==> src/rtl/core/sliding_window_median_filter_macros.svh <==
// Assertion macros shared by the median filter RTL.
`ifndef SLIDING_WINDOW_MEDIAN_FILTER_MACROS_SVH
`define SLIDING_WINDOW_MEDIAN_FILTER_MACROS_SVH

// Same-cycle implication, disabled while reset is asserted.
`define SWMF_ASSERT_SAME(lbl, clk, rst_n, ante, cons, msg) \
  lbl: assert property (@(posedge clk) disable iff (!rst_n) (ante) |-> (cons)) \
    else $error(msg);

// Next-cycle implication, disabled while reset is asserted.
`define SWMF_ASSERT_NEXT(lbl, clk, rst_n, ante, cons, msg) \
  lbl: assert property (@(posedge clk) disable iff (!rst_n) (ante) |=> (cons)) \
    else $error(msg);

`endif

==> src/rtl/core/swmf_pkg.sv <==
// Shared types and constants of the sliding window median filter.
package swmf_pkg;

  localparam int OPCODE_W = 2;
  localparam int VALUE_W  = 32;
  localparam int MEDIAN_W = 32;

  // Operation carried by an input word
  typedef enum logic [OPCODE_W-1:0] {
    OP_SAMPLE = 2'd0,
    OP_PRESET = 2'd1,
    OP_ADD    = 2'd2
  } op_e;

  // Per-cycle command broadcast to every history cell
  typedef struct packed {
    logic shift;   // take the neighbour's value (new sample enters cell 0)
    logic preset;  // load the common level
    logic add;     // add the offset, saturating
  } cell_ctrl_t;

endpackage

==> src/rtl/core/swmf_if.sv <==
// Valid/ready channel interfaces for input and result words.
interface swmf_in_if;
  import swmf_pkg::*;

  logic                       valid;
  logic                       ready;
  logic [OPCODE_W-1:0]        opcode;
  logic signed [VALUE_W-1:0]  value;

  modport source (output valid, output opcode, output value, input ready);
  modport sink   (input valid, input opcode, input value, output ready);
endinterface

interface swmf_out_if;
  import swmf_pkg::*;

  logic                       valid;
  logic                       ready;
  logic signed [MEDIAN_W-1:0] median;
  logic                       window_full;

  modport source (output valid, output median, output window_full, input ready);
  modport sink   (input valid, input median, input window_full, output ready);
endinterface

==> src/rtl/core/swmf_cell.sv <==
// One history cell: holds a sample, shifts, presets or adds a saturated offset.
module swmf_cell #(
  parameter int SAMPLE_WIDTH = 32
) (
  input  logic                              clk_i,
  input  logic                              rst_ni,
  input  swmf_pkg::cell_ctrl_t              ctrl_i,
  input  logic        [SAMPLE_WIDTH-1:0]    shift_in_i,
  input  logic        [SAMPLE_WIDTH-1:0]    level_i,
  input  logic signed [swmf_pkg::VALUE_W-1:0] offset_i,
  output logic        [SAMPLE_WIDTH-1:0]    value_o
);
  import swmf_pkg::*;

  localparam int SW   = SAMPLE_WIDTH;
  localparam int SUMW = ((SW > VALUE_W) ? SW : VALUE_W) + 1;
  localparam logic signed [SUMW-1:0] SMAX = {{(SUMW-SW+1){1'b0}}, {(SW-1){1'b1}}};
  localparam logic signed [SUMW-1:0] SMIN = {{(SUMW-SW+1){1'b1}}, {(SW-1){1'b0}}};

  logic signed [SW-1:0]   value_q, value_d;
  logic signed [SUMW-1:0] sum;
  logic signed [SW-1:0]   sat;

  // Saturating add of the offset
  always_comb begin
    sum = SUMW'(value_q) + SUMW'(offset_i);
    if (sum > SMAX) begin
      sat = SMAX[SW-1:0];
    end else if (sum < SMIN) begin
      sat = SMIN[SW-1:0];
    end else begin
      sat = sum[SW-1:0];
    end
  end

  // Next value
  always_comb begin
    priority if (ctrl_i.shift) begin
      value_d = shift_in_i;
    end else if (ctrl_i.preset) begin
      value_d = level_i;
    end else if (ctrl_i.add) begin
      value_d = sat;
    end else begin
      value_d = value_q;
    end
  end

  always_ff @(posedge clk_i or negedge rst_ni) begin
    if (!rst_ni) begin
      value_q <= '0;
    end else begin
      value_q <= value_d;
    end
  end

  assign value_o = value_q;

endmodule

==> src/rtl/core/swmf_order.sv <==
// Pairwise order matrix over the window: which entries rank below each entry.
module swmf_order #(
  parameter int WINDOW       = 5,
  parameter int SAMPLE_WIDTH = 32
) (
  input  logic [WINDOW-1:0][SAMPLE_WIDTH-1:0] vals_i,
  output logic [WINDOW-1:0][WINDOW-1:0]       lt_o
);
  import swmf_pkg::*;

  // lt_o[i][j]: entry j sorts before entry i; ties broken by index
  always_comb begin
    for (int i = 0; i < WINDOW; i++) begin
      for (int j = 0; j < WINDOW; j++) begin
        if (j < i) begin
          lt_o[i][j] = $signed(vals_i[j]) <= $signed(vals_i[i]);
        end else if (j > i) begin
          lt_o[i][j] = $signed(vals_i[j]) < $signed(vals_i[i]);
        end else begin
          lt_o[i][j] = 1'b0;
        end
      end
    end
  end

endmodule

==> src/rtl/core/swmf_pick.sv <==
// Rank count per entry and selection of the middle-ranked entry.
module swmf_pick #(
  parameter int WINDOW       = 5,
  parameter int SAMPLE_WIDTH = 32
) (
  input  logic [WINDOW-1:0][WINDOW-1:0]       lt_i,
  input  logic [WINDOW-1:0][SAMPLE_WIDTH-1:0] vals_i,
  output logic [SAMPLE_WIDTH-1:0]             median_o
);
  import swmf_pkg::*;

  localparam int RW  = $clog2(WINDOW);
  localparam int MID = (WINDOW - 1) / 2;

  logic [WINDOW-1:0] hit;

  // Rank of each entry; ranks form a permutation, so exactly one hits
  always_comb begin
    logic [RW-1:0] cnt;
    for (int i = 0; i < WINDOW; i++) begin
      cnt = '0;
      for (int j = 0; j < WINDOW; j++) begin
        cnt = cnt + RW'(lt_i[i][j]);
      end
      hit[i] = (cnt == RW'(MID));
    end
  end

  // One-hot select
  always_comb begin
    median_o = '0;
    for (int i = 0; i < WINDOW; i++) begin
      median_o = median_o | (vals_i[i] & {SAMPLE_WIDTH{hit[i]}});
    end
  end

endmodule

==> src/rtl/core/sliding_window_median_filter.sv <==
// Top level of the sliding window median filter.
//
//  channel | dir | fields              | word
//  --------+-----+---------------------+-------------------------------------
//  in_i    | in  | opcode, value       | sample, preset level or offset
//  out_o   | out | median, window_full | one per sample word
//
// One input word per clock while in_i.ready is high; the cell row updates
// every history slot in the cycle the word is taken. A sample's median
// passes the compare matrix register, rank/select, then the output register.
// Reset (asynchronous) zeroes all cells, the slot counter and the valid flags.
// Stalls: empty stages close up, so input is taken while a result waits; it
// is held off only while a pending sample cannot leave the compare stage.
`include "sliding_window_median_filter_macros.svh"

module sliding_window_median_filter #(
  parameter int WINDOW       = 5,
  parameter int SAMPLE_WIDTH = 32
) (
  input  logic            clk_i,
  input  logic            rst_ni,
  swmf_in_if.sink         in_i,
  swmf_out_if.source      out_o
);
  import swmf_pkg::*;

  localparam int SW     = SAMPLE_WIDTH;
  localparam int SUMW   = ((SW > VALUE_W) ? SW : VALUE_W) + 1;
  localparam int SLOT_W = $clog2(WINDOW);
  localparam logic signed [SUMW-1:0] SMAX = {{(SUMW-SW+1){1'b0}}, {(SW-1){1'b1}}};
  localparam logic signed [SUMW-1:0] SMIN = {{(SUMW-SW+1){1'b1}}, {(SW-1){1'b0}}};

  logic                            accept;
  op_e                             op;
  cell_ctrl_t                      ctrl;
  logic signed [SUMW-1:0]          ext;
  logic signed [SW-1:0]            level;
  logic [WINDOW-1:0][SW-1:0]       vals;
  logic [WINDOW-1:0][WINDOW-1:0]   lt;
  logic signed [SW-1:0]            pick;
  logic signed [SUMW-1:0]          pick_ext;

  logic [SLOT_W-1:0]               slot_q, slot_d;
  logic                            filled_q, filled_d;

  logic                            p1_v_q, p2_v_q, out_v_q;
  logic                            p1_full_q, p2_full_q, full_q;
  logic [WINDOW-1:0][WINDOW-1:0]   p2_lt_q;
  logic [WINDOW-1:0][SW-1:0]       p2_vals_q;
  logic [MEDIAN_W-1:0]             median_q;
  logic                            out_rdy, p2_rdy, p1_rdy;

  // Handshake and decode
  assign accept = in_i.valid && in_i.ready;
  assign op     = op_e'(in_i.opcode);

  always_comb begin
    ctrl = '0;
    unique case (op)
      OP_SAMPLE: ctrl.shift  = accept;
      OP_PRESET: ctrl.preset = accept;
      OP_ADD:    ctrl.add    = accept;
      default:   ctrl        = '0;
    endcase
  end

  // Saturate the incoming value to the sample range
  always_comb begin
    ext = SUMW'(in_i.value);
    if (ext > SMAX) begin
      level = SMAX[SW-1:0];
    end else if (ext < SMIN) begin
      level = SMIN[SW-1:0];
    end else begin
      level = ext[SW-1:0];
    end
  end

  // Row of history cells; the oldest sample drops off the far end
  for (genvar k = 0; k < WINDOW; k++) begin : g_cell
    logic [SW-1:0] shift_in;
    if (k == 0) begin : g_head
      assign shift_in = level;
    end else begin : g_link
      assign shift_in = vals[k-1];
    end
    swmf_cell #(
      .SAMPLE_WIDTH (SW)
    ) u_cell (
      .clk_i      (clk_i),
      .rst_ni     (rst_ni),
      .ctrl_i     (ctrl),
      .shift_in_i (shift_in),
      .level_i    (level),
      .offset_i   (in_i.value),
      .value_o    (vals[k])
    );
  end

  // Fill counter and window-full flag
  always_comb begin
    slot_d   = slot_q;
    filled_d = filled_q;
    if (ctrl.shift) begin
      if (slot_q == SLOT_W'(WINDOW - 1)) begin
        slot_d   = '0;
        filled_d = 1'b1;
      end else begin
        slot_d = slot_q + SLOT_W'(1);
      end
    end else if (ctrl.preset) begin
      filled_d = 1'b1;
    end
  end

  always_ff @(posedge clk_i or negedge rst_ni) begin
    if (!rst_ni) begin
      slot_q   <= '0;
      filled_q <= 1'b0;
    end else begin
      slot_q   <= slot_d;
      filled_q <= filled_d;
    end
  end

  // Elastic pipeline control
  assign out_rdy    = !out_v_q || out_o.ready;
  assign p2_rdy     = !p2_v_q || out_rdy;
  assign p1_rdy     = !p1_v_q || p2_rdy;
  assign in_i.ready = p1_rdy;

  always_ff @(posedge clk_i or negedge rst_ni) begin
    if (!rst_ni) begin
      p1_v_q  <= 1'b0;
      p2_v_q  <= 1'b0;
      out_v_q <= 1'b0;
    end else begin
      if (p1_rdy) begin
        p1_v_q <= ctrl.shift;
      end
      if (p2_rdy) begin
        p2_v_q <= p1_v_q;
      end
      if (out_rdy) begin
        out_v_q <= p2_v_q;
      end
    end
  end

  // Compare stage and output stage
  swmf_order #(
    .WINDOW       (WINDOW),
    .SAMPLE_WIDTH (SW)
  ) u_order (
    .vals_i (vals),
    .lt_o   (lt)
  );

  swmf_pick #(
    .WINDOW       (WINDOW),
    .SAMPLE_WIDTH (SW)
  ) u_pick (
    .lt_i     (p2_lt_q),
    .vals_i   (p2_vals_q),
    .median_o (pick)
  );

  assign pick_ext = SUMW'(pick);

  always_ff @(posedge clk_i) begin
    if (p1_rdy) begin
      p1_full_q <= filled_d;
    end
    if (p2_rdy) begin
      p2_lt_q   <= lt;
      p2_vals_q <= vals;
      p2_full_q <= p1_full_q;
    end
    if (out_rdy) begin
      median_q <= pick_ext[MEDIAN_W-1:0];
      full_q   <= p2_full_q;
    end
  end

  assign out_o.valid       = out_v_q;
  assign out_o.median      = median_q;
  assign out_o.window_full = full_q;

  // Checks
  `SWMF_ASSERT_NEXT(a_full_sticky, clk_i, rst_ni, filled_q, filled_q,
                    "window-full flag dropped")
  `SWMF_ASSERT_SAME(a_slot_range, clk_i, rst_ni, 1'b1, slot_q < SLOT_W'(WINDOW),
                    "slot counter out of range")
  `SWMF_ASSERT_NEXT(a_hold_cells, clk_i, rst_ni, p1_v_q && !p2_rdy, $stable(vals),
                    "history changed under a pending sample")
  `SWMF_ASSERT_SAME(a_out_source, clk_i, rst_ni, $rose(out_v_q), $past(p2_v_q),
                    "result word without a compare-stage word")

endmodule
==> src/flat_wrapper.sv <==
// flat-port wrapper written by rule: the top's interface ports become plain ports
module sliding_window_median_filter_flat import swmf_pkg::*;
#(
  parameter int WINDOW       = 5,
  parameter int SAMPLE_WIDTH = 32
)
  (clk_i, rst_ni, in_i_valid, in_i_opcode, in_i_value, in_i_ready, out_o_valid, out_o_median, out_o_window_full, out_o_ready);
  swmf_in_if in_i_i ();
  swmf_out_if out_o_i ();
  input  logic clk_i;
  input  logic rst_ni;
  input wire logic [$bits(in_i_i.valid)-1:0] in_i_valid;
  input wire logic [$bits(in_i_i.opcode)-1:0] in_i_opcode;
  input wire logic [$bits(in_i_i.value)-1:0] in_i_value;
  output wire logic [$bits(in_i_i.ready)-1:0] in_i_ready;
  output wire logic [$bits(out_o_i.valid)-1:0] out_o_valid;
  output wire logic [$bits(out_o_i.median)-1:0] out_o_median;
  output wire logic [$bits(out_o_i.window_full)-1:0] out_o_window_full;
  input wire logic [$bits(out_o_i.ready)-1:0] out_o_ready;
  assign in_i_i.valid = in_i_valid;
  assign in_i_i.opcode = in_i_opcode;
  assign in_i_i.value = in_i_value;
  assign in_i_ready = in_i_i.ready;
  assign out_o_valid = out_o_i.valid;
  assign out_o_median = out_o_i.median;
  assign out_o_window_full = out_o_i.window_full;
  assign out_o_i.ready = out_o_ready;
  sliding_window_median_filter #(.WINDOW(WINDOW), .SAMPLE_WIDTH(SAMPLE_WIDTH)) u_core (.clk_i(clk_i), .rst_ni(rst_ni), .in_i(in_i_i), .out_o(out_o_i));
endmodule
==> config.mk <==
export PLATFORM = sky130hd
export DESIGN_NAME = sliding_window_median_filter_flat
export DESIGN_NICKNAME = d
export VERILOG_FILES = /design/src/rtl/core/swmf_pkg.sv /design/src/rtl/core/swmf_if.sv /design/src/rtl/core/swmf_cell.sv /design/src/rtl/core/swmf_order.sv /design/src/rtl/core/swmf_pick.sv /design/src/rtl/core/sliding_window_median_filter.sv /design/src/flat_wrapper.sv
export VERILOG_INCLUDE_DIRS = /design/src /design/src/rtl/core
export SDC_FILE = /design/constraint.sdc
export NUM_CORES = 2
export LEC_CHECK = 0
export BUFFER_PORTS_ARGS = -buffer_cell sky130_fd_sc_hd__buf_2
export CORE_ASPECT_RATIO = 0.8
export CORE_MARGIN = 2
export CORE_UTILIZATION = 40
export CTS_CLUSTER_SIZE = 30
export DETAILED_ROUTE_END_ITERATION = 10
export GPL_TIMING_DRIVEN = 0
export HOLD_SLACK_MARGIN = 0.15
export PLACE_DENSITY = 0.54
export SLEW_MARGIN = 15
export SYNTH_ARGS = -nofsm -noshare
export SYNTH_HDL_FRONTEND = slang
export SYNTH_SLANG_ARGS = --single-unit
export TNS_END_PERCENT = 50
==> constraint.sdc <==
create_clock -name clk_i -period 15 [get_ports clk_i]
set_input_delay 0 -clock clk_i [delete_from_list [all_inputs] [get_ports clk_i]]
set_output_delay 0 -clock clk_i [all_outputs]
set_load 0.05 [all_outputs]
# Word-level counts from Yosys, hierarchy flattened
# Index checks and enable logic that the tools add are counted.
# Widths: inputs -> output; s select.
[classes] add_sub_neg=21 n_lt_le_gt_ge=32 n_eq_ne=8 mux=34 bitwise_logic=9 n_reduce_logical=9
[ops] cell="$mux 32" n=27
[ops] cell="$le 32x32->1" n=10
[ops] cell="$lt 32x32->1" n=10
[ops] cell="$add 32x32->33" n=5
[ops] cell="$gt 33x32->1 const B" n=5
[ops] cell="$lt 33x32->1 const B" n=5
[ops] cell="$and 32x32->32" n=5
[ops] cell="$or 32x32->32" n=4
[ops] cell="$gt 32x32->1 const B" n=1
[ops] cell="$lt 32x32->1 const B" n=1
[ops] cell="$add 2x1->3" n=5
[ops] cell="$add 3x1->3" n=5
[ops] cell="$eq 3x2->1 const B" n=5
[ops] cell="$add 1x1->2" n=5
[ops] cell="$mux 1" n=6
[ops] cell="$add 3x1->3 const B" n=1
[ops] cell="$eq 3x3->1 const B" n=1
[ops] cell="$logic_not 1->1" n=3
[ops] cell="$logic_or 1x1->1" n=3
[ops] cell="$mux 3" n=1
[ops] cell="$reduce_bool 3->1" n=1
[ops] cell="$eq 2x1->1 const B" n=1
[ops] cell="$eq 2x2->1 const B" n=1
[ops] cell="$logic_not 2->1" n=1
[ops] cell="$logic_and 1x1->1" n=1
[totals] register_bits=382 inputBits=38 output_inout_bits=35 word_cells=137

# Longest topological paths before layout
[logic_depth] word_depth=9 ltp_mapped=15 mapped_depth_nobuf=14

# Modules after synthesis
# Synthesis repeated with hierarchy kept, for this count alone.
[unflattened] cells_unflattened=3652 hier_area_um2=33771.1
[by_module_without_submodules] mod="swmf_cell at u_core.g_cell[0].u_cell ..." instances=3 cells_each=430 area_each_um2=3493.4 seq_area_each_um2=800.8
[by_module_without_submodules] mod="swmf_order" instances=1 cells_each=968 area_each_um2=7534.7 seq_area_each_um2=0.0
[by_module_without_submodules] mod="sliding_window_median_filter" instances=1 cells_each=285 area_each_um2=7115.6 seq_area_each_um2=6781.5
[by_module_without_submodules] mod="swmf_cell at u_core.g_cell[2].u_cell" instances=1 cells_each=491 area_each_um2=3786.1 seq_area_each_um2=800.8
[by_module_without_submodules] mod="swmf_cell at u_core.g_cell[1].u_cell" instances=1 cells_each=426 area_each_um2=3493.4 seq_area_each_um2=800.8
[by_module_without_submodules] mod="swmf_pick" instances=1 cells_each=192 area_each_um2=1361.3 seq_area_each_um2=0.0

# Worst setup path before layout
# Ideal clock, no wire load.
[synth_path] path_type="reg-to-reg" start="register u_core.out_v_q (netlist: u_core.out_o.valid)" end="register u_core.p2_full_q, enable pin" setup_time_ps=1477 arrival_ps=3840 required_time_ps=13523 path_slack_ps=9683 stages_incl_launch_ff=3 n_path_buf=0 synth_period_minus_slack_ps=5317 path_cell_list="dfrtp_1 nor2b_1 nand2_1"
[synth_via] elab_chain_len=3
[synth_rtl] element="start, declared" line_no="sliding_window_median_filter.sv:46" source="logic p1_v_q, p2_v_q, out_v_q;"
[synth_rtl] element="start signal, assigned" line_no="sliding_window_median_filter.sv:145" source="out_v_q <= p2_v_q;"
[synth_rtl] element="$logic_not 1->1" line_no="sliding_window_median_filter.sv:127" source="assign out_rdy = !out_v_q || out_o.ready;"
[synth_rtl] element="$logic_or 1x1->1" line_no="sliding_window_median_filter.sv:127"
[synth_rtl] element="$logic_or 1x1->1" line_no="sliding_window_median_filter.sv:128" source="assign p2_rdy = !p2_v_q || out_rdy;"
[synth_rtl] element="net u_core.p2_rdy" line_no="sliding_window_median_filter.sv:51" source="logic out_rdy, p2_rdy, p1_rdy;"
[synth_rtl] element="end signal, assigned" line_no="sliding_window_median_filter.sv:177" source="p2_full_q <= p1_full_q;"
[synth_rtl] element="end, declared" line_no="sliding_window_median_filter.sv:47" source="logic p1_full_q, p2_full_q, full_q;"
# The timed path passes the listed nets, and every way through them passes these cells.
# A chain may end at the register's enable or synchronous reset.

# Worst setup path after layout
[layout_path] start="register u_core.g_cell[3].u_cell.value_q[0]" end="register u_core.g_cell[3].u_cell.value_q[24]"
[layout_via] elab_chain_len=7 word_cells_on_any_way=8 classes_between="add/sub: 1; order compare: 2; mux: 5"
[layout_rtl] element="start, declared" line_no="swmf_cell.sv:20" source="logic signed [SW-1:0] value_q, value_d;"
[layout_rtl] element="start signal, assigned" line_no="swmf_cell.sv:53" source="value_q <= value_d;"
[layout_rtl] element="$add 32x32->33 *" line_no="swmf_cell.sv:26" source="sum = SUMW'(value_q) + SUMW'(offset_i);"
[layout_rtl] element="$lt 33x32->1" line_no="swmf_cell.sv:29" source="end else if (sum < SMIN) begin"
[layout_rtl] element="$mux 32" line_no="swmf_cell.sv:29"
[layout_rtl] element="$mux 32 *" line_no="swmf_cell.sv:27" source="if (sum > SMAX) begin"
[layout_rtl] element="$mux 32 *" line_no="swmf_cell.sv:42" source="end else if (ctrl_i.add) begin"
[layout_rtl] element="$mux 32 *" line_no="swmf_cell.sv:40" source="end else if (ctrl_i.preset) begin"
[layout_rtl] element="$mux 32 *" line_no="swmf_cell.sv:38" source="priority if (ctrl_i.shift) begin"
# Every way passes the cells marked *; elsewhere a longest branch is shown, timed or not. The select of a mux whose other input is x is not followed.

==> out/results.ini <==
[worst_hold_path]
worstHoldStart = out_o_ready
whs_endpoint = u_core.out_o.valid$_DFFE_PN0P_
hold_class = in2reg
min_path_cells = 5

[synthesis]
synth_top_area_share_pct = 20.2
yosys-top-cells-area = edfxtp_1 20%, ha_1 19%, dfrtp_1 13%
synth_seq_area_share_pct = 33.2
synth_edf_count = 215
yosys.area.top_type = edfxtp_1
synth-simple-area-share_pct = 12.0
synth.area.mux_share_pct = 1.09
yosys-top-cells-count = 492 x ha_1, 320 x o21ai_0, 287 x a21oi_1
synth_xor_area_share_pct = 3.50
synth.net_count = 3959
netlist_instances = 3419
yosysMostFrequentCell = ha_1
synthesis.area_mm2 = 0.0320
yosysWarnings = 0
synth_top_family_by_area = compound AO/OA/AOI/OAI gates
synth-compound-area-share_pct = 26.2
synth_area_per_cell_um2 = 9.37
synth_flop_cell = edfxtp_1
synthAdderAreaFrac_pct = 20.2
synth_cell_types = 86
async_flop_share_pct = 43.7
yosys_register_bits = 382

[detailed_routing]
vias = 29800
post_drt_via_cell_ratio = 6.40
drc = 0
first_pass_iters = 9
ant_nets = 0
post_drt_wl_per_cell_um = 29.8
wirelength_um = 139000
drtIter0Drc = 3954

[place]
dp.cells = 4531
post-place-ws_ps = 9710
gp_congestion = 1.00
dpl_cell_area_mm2 = 0.0338
dp_hpwl_um = 111000
numPortBuffers = 71

[power_and_ir_drop]
clock_power_share_pct = 12.3
power_density_mw_per_mm2 = 281
p_total_mw = 10.1
peakVddDrop_uv = 109
switching_share_pct = 51.3
p_sw_mw = 5.18
pwr-share-seq_pct = 27.4
power_leakage_nw = 16.0
pwr-share-comb_pct = 60.3
internal_power_mw = 4.92

[worst_setup_path]
worstPathRequired_ps = 15510
ff2ff_path_depth = 15
critical_path.startpoint_type = flop
timing.rr.end = u_core.g_cell[3].u_cell.value_o[24]$_DFFE_PN0P_
critPathKind = reg2reg
cp_max_fo = 10
rr_startpoint = u_core.g_cell[3].u_cell.value_o[0]$_DFFE_PN0P_
cp-end-kind = flop
reg2reg_slack_ps = 9520
arrival_ps = 5990

[global_route]
grt_pass1_wl_um = 196000
grt.total_usage_pct = 33.0
grt_pass1_vias = 28300
grt_max_degree = 89
overflow = 0
antenna_found_initial = 8

[floorplanning]
die_area_mm2 = 0.0823
rows = 92
dieWidth_um = 320
start_util_pct = 40.5
die_h_um = 257
coreArea_mm2 = 0.0791
io_pins = 73

[timing]
worst_slew_pin_slew_ps = 1330
setup_ws_ps = 9520
hold_viol_final = 0
slew_headroom_pct = 11.4
fin_tns_setup_ps = 0
timing.final.crit_share_pct = 36.5
min_period_ps = 5480
fin_skew_ps = 40.8
holdWs_ps = 269
setup_violations = 0
rsz0062_at_grt = false
max_freq_ghz = 0.182
slew_violations = 0

[cells_and_area]
stdcell_count = 4655
area_delta_synth_final_pct = 12.1
layout.nets = 4124
final_core_util_pct = 45.4
drive_gt1_share_pct = 6.24
final_area_mm2 = 0.0359

[cts]
clkTransAtPathRegs_ps = 60
cts_sinks = 382
cts_tree = yes
root_buffer = clkbuf_16
cts_inserted_buffers = 47
clk_latency_ps = 620
htree_num_levels = 2
cts_buffer_depth = 3

[status]
status = complete, no violations

[run]
maxCapViolations = 0

## routing by layer
layer	vias up	part of all wire, %	global-route usage, %
li1	13500	-	-
met1	14500	45	48.4
met2	1589	40	47.0
met3	243	12	8.34
met4	6	3.4	10.3
met5	-	0.054	0
## power groups by stage
stage	clock (mW)	sequential, mW	combinational (mW)
2_1_floorplan	0	2.26	4.19
4_1_cts	1.26	2.67	6.01
3_5_place_dp	0	2.69	5.96
3_3_place_gp	0	2.69	5.92
6_report	1.24	2.77	6.09
5_1_grt	1.30	2.76	6.73
## critical path, stage by stage, from the launching register on
cell,delay [ps]
dfrtp_1,650
ha_1,360
inv_1,80
fa_1,410
nor2b_1,200
o2111ai_1,160
nand3_1,240
a21o_1,230
a221o_1,310
a21o_1,280
a21oi_1,210
o21a_1,260
nor3_2,850
buf_2,470
nand2_1,370
o211ai_1,280
## how the worst max path moves through the flow
stage / to / startpoint / cells after the start
after global placement: u_core.p2_vals_q[153]$_DFFE_PP_ / u_core.out_o.valid$_DFFE_PN0P_ / 2
after detailed placement: u_core.g_cell[3].u_cell.value_o[24]$_DFFE_PN0P_ / u_core.g_cell[3].u_cell.value_o[0]$_DFFE_PN0P_ / 15
after global routing: u_core.g_cell[3].u_cell.value_o[24]$_DFFE_PN0P_ / u_core.g_cell[3].u_cell.value_o[0]$_DFFE_PN0P_ / 15
final: u_core.g_cell[3].u_cell.value_o[24]$_DFFE_PN0P_ / u_core.g_cell[3].u_cell.value_o[0]$_DFFE_PN0P_ / 15
after CTS: u_core.g_cell[3].u_cell.value_o[24]$_DFFE_PN0P_ / u_core.g_cell[3].u_cell.value_o[0]$_DFFE_PN0P_ / 15
after floorplan: u_core.p2_full_q$_DFFE_PP_ / u_core.out_o.valid$_DFFE_PN0P_ / 2
## layout make-up
cell class	count	area (um^2)
flip-flops and latches	382	10600
clock inverters	19	299
fillers	7636	43200
diodes	2	5.00
clock buffers	65	1360
multi-input cells	2722	20200
well taps	1034	1290
plain buffers	124	495
inverters	191	717
repair buffers	116	901
## cell usage in the layout (no fill, tap or decap), drive strengths merged, types with 57 or more instances in the layout
cell    instances
inv           192
nor2b          63
ha            492
nand2b         71
o21ai         329
a21oi         287
nand2         223
buf           101
clkbuf        167
edfxtp        215
xnor2          77
dfrtp         167
nand4          85
nor2          129
a22oi          57
o22ai          90
o21a           70
a21o          178
## kinds of logic after synthesis
logic type | Yosys count
muxes | 33
xor gates and xnor gates | 128
buffers and inverters | 315
DFF | 382
and+or+nand+nor | 757
AOI/OAI and AO/OA | 1292
adders and majority gates | 512
## repair_timing
item,CTS,global route
resized for setup,0,0
hold buffers,38,0
setup buffers,0,0
endpoints found under the hold margin,334,0
## registers in the layout, indices dropped and copies added (netlist names)
register,cells
u_core.p1_v_q,1
u_core.out_o.valid,1
u_core.slot_q,3
u_core.p2_vals_q,160
u_core.filled_q,1
u_core.out_o.window_full,1
u_core.p2_lt_q,20
u_core.out_o.median,32
u_core.g_cell.u_cell.value_o,160
u_core.p1_full_q,1
u_core.p2_full_q,1
u_core.p2_v_q,1
(Power assumes the default switching activity.)
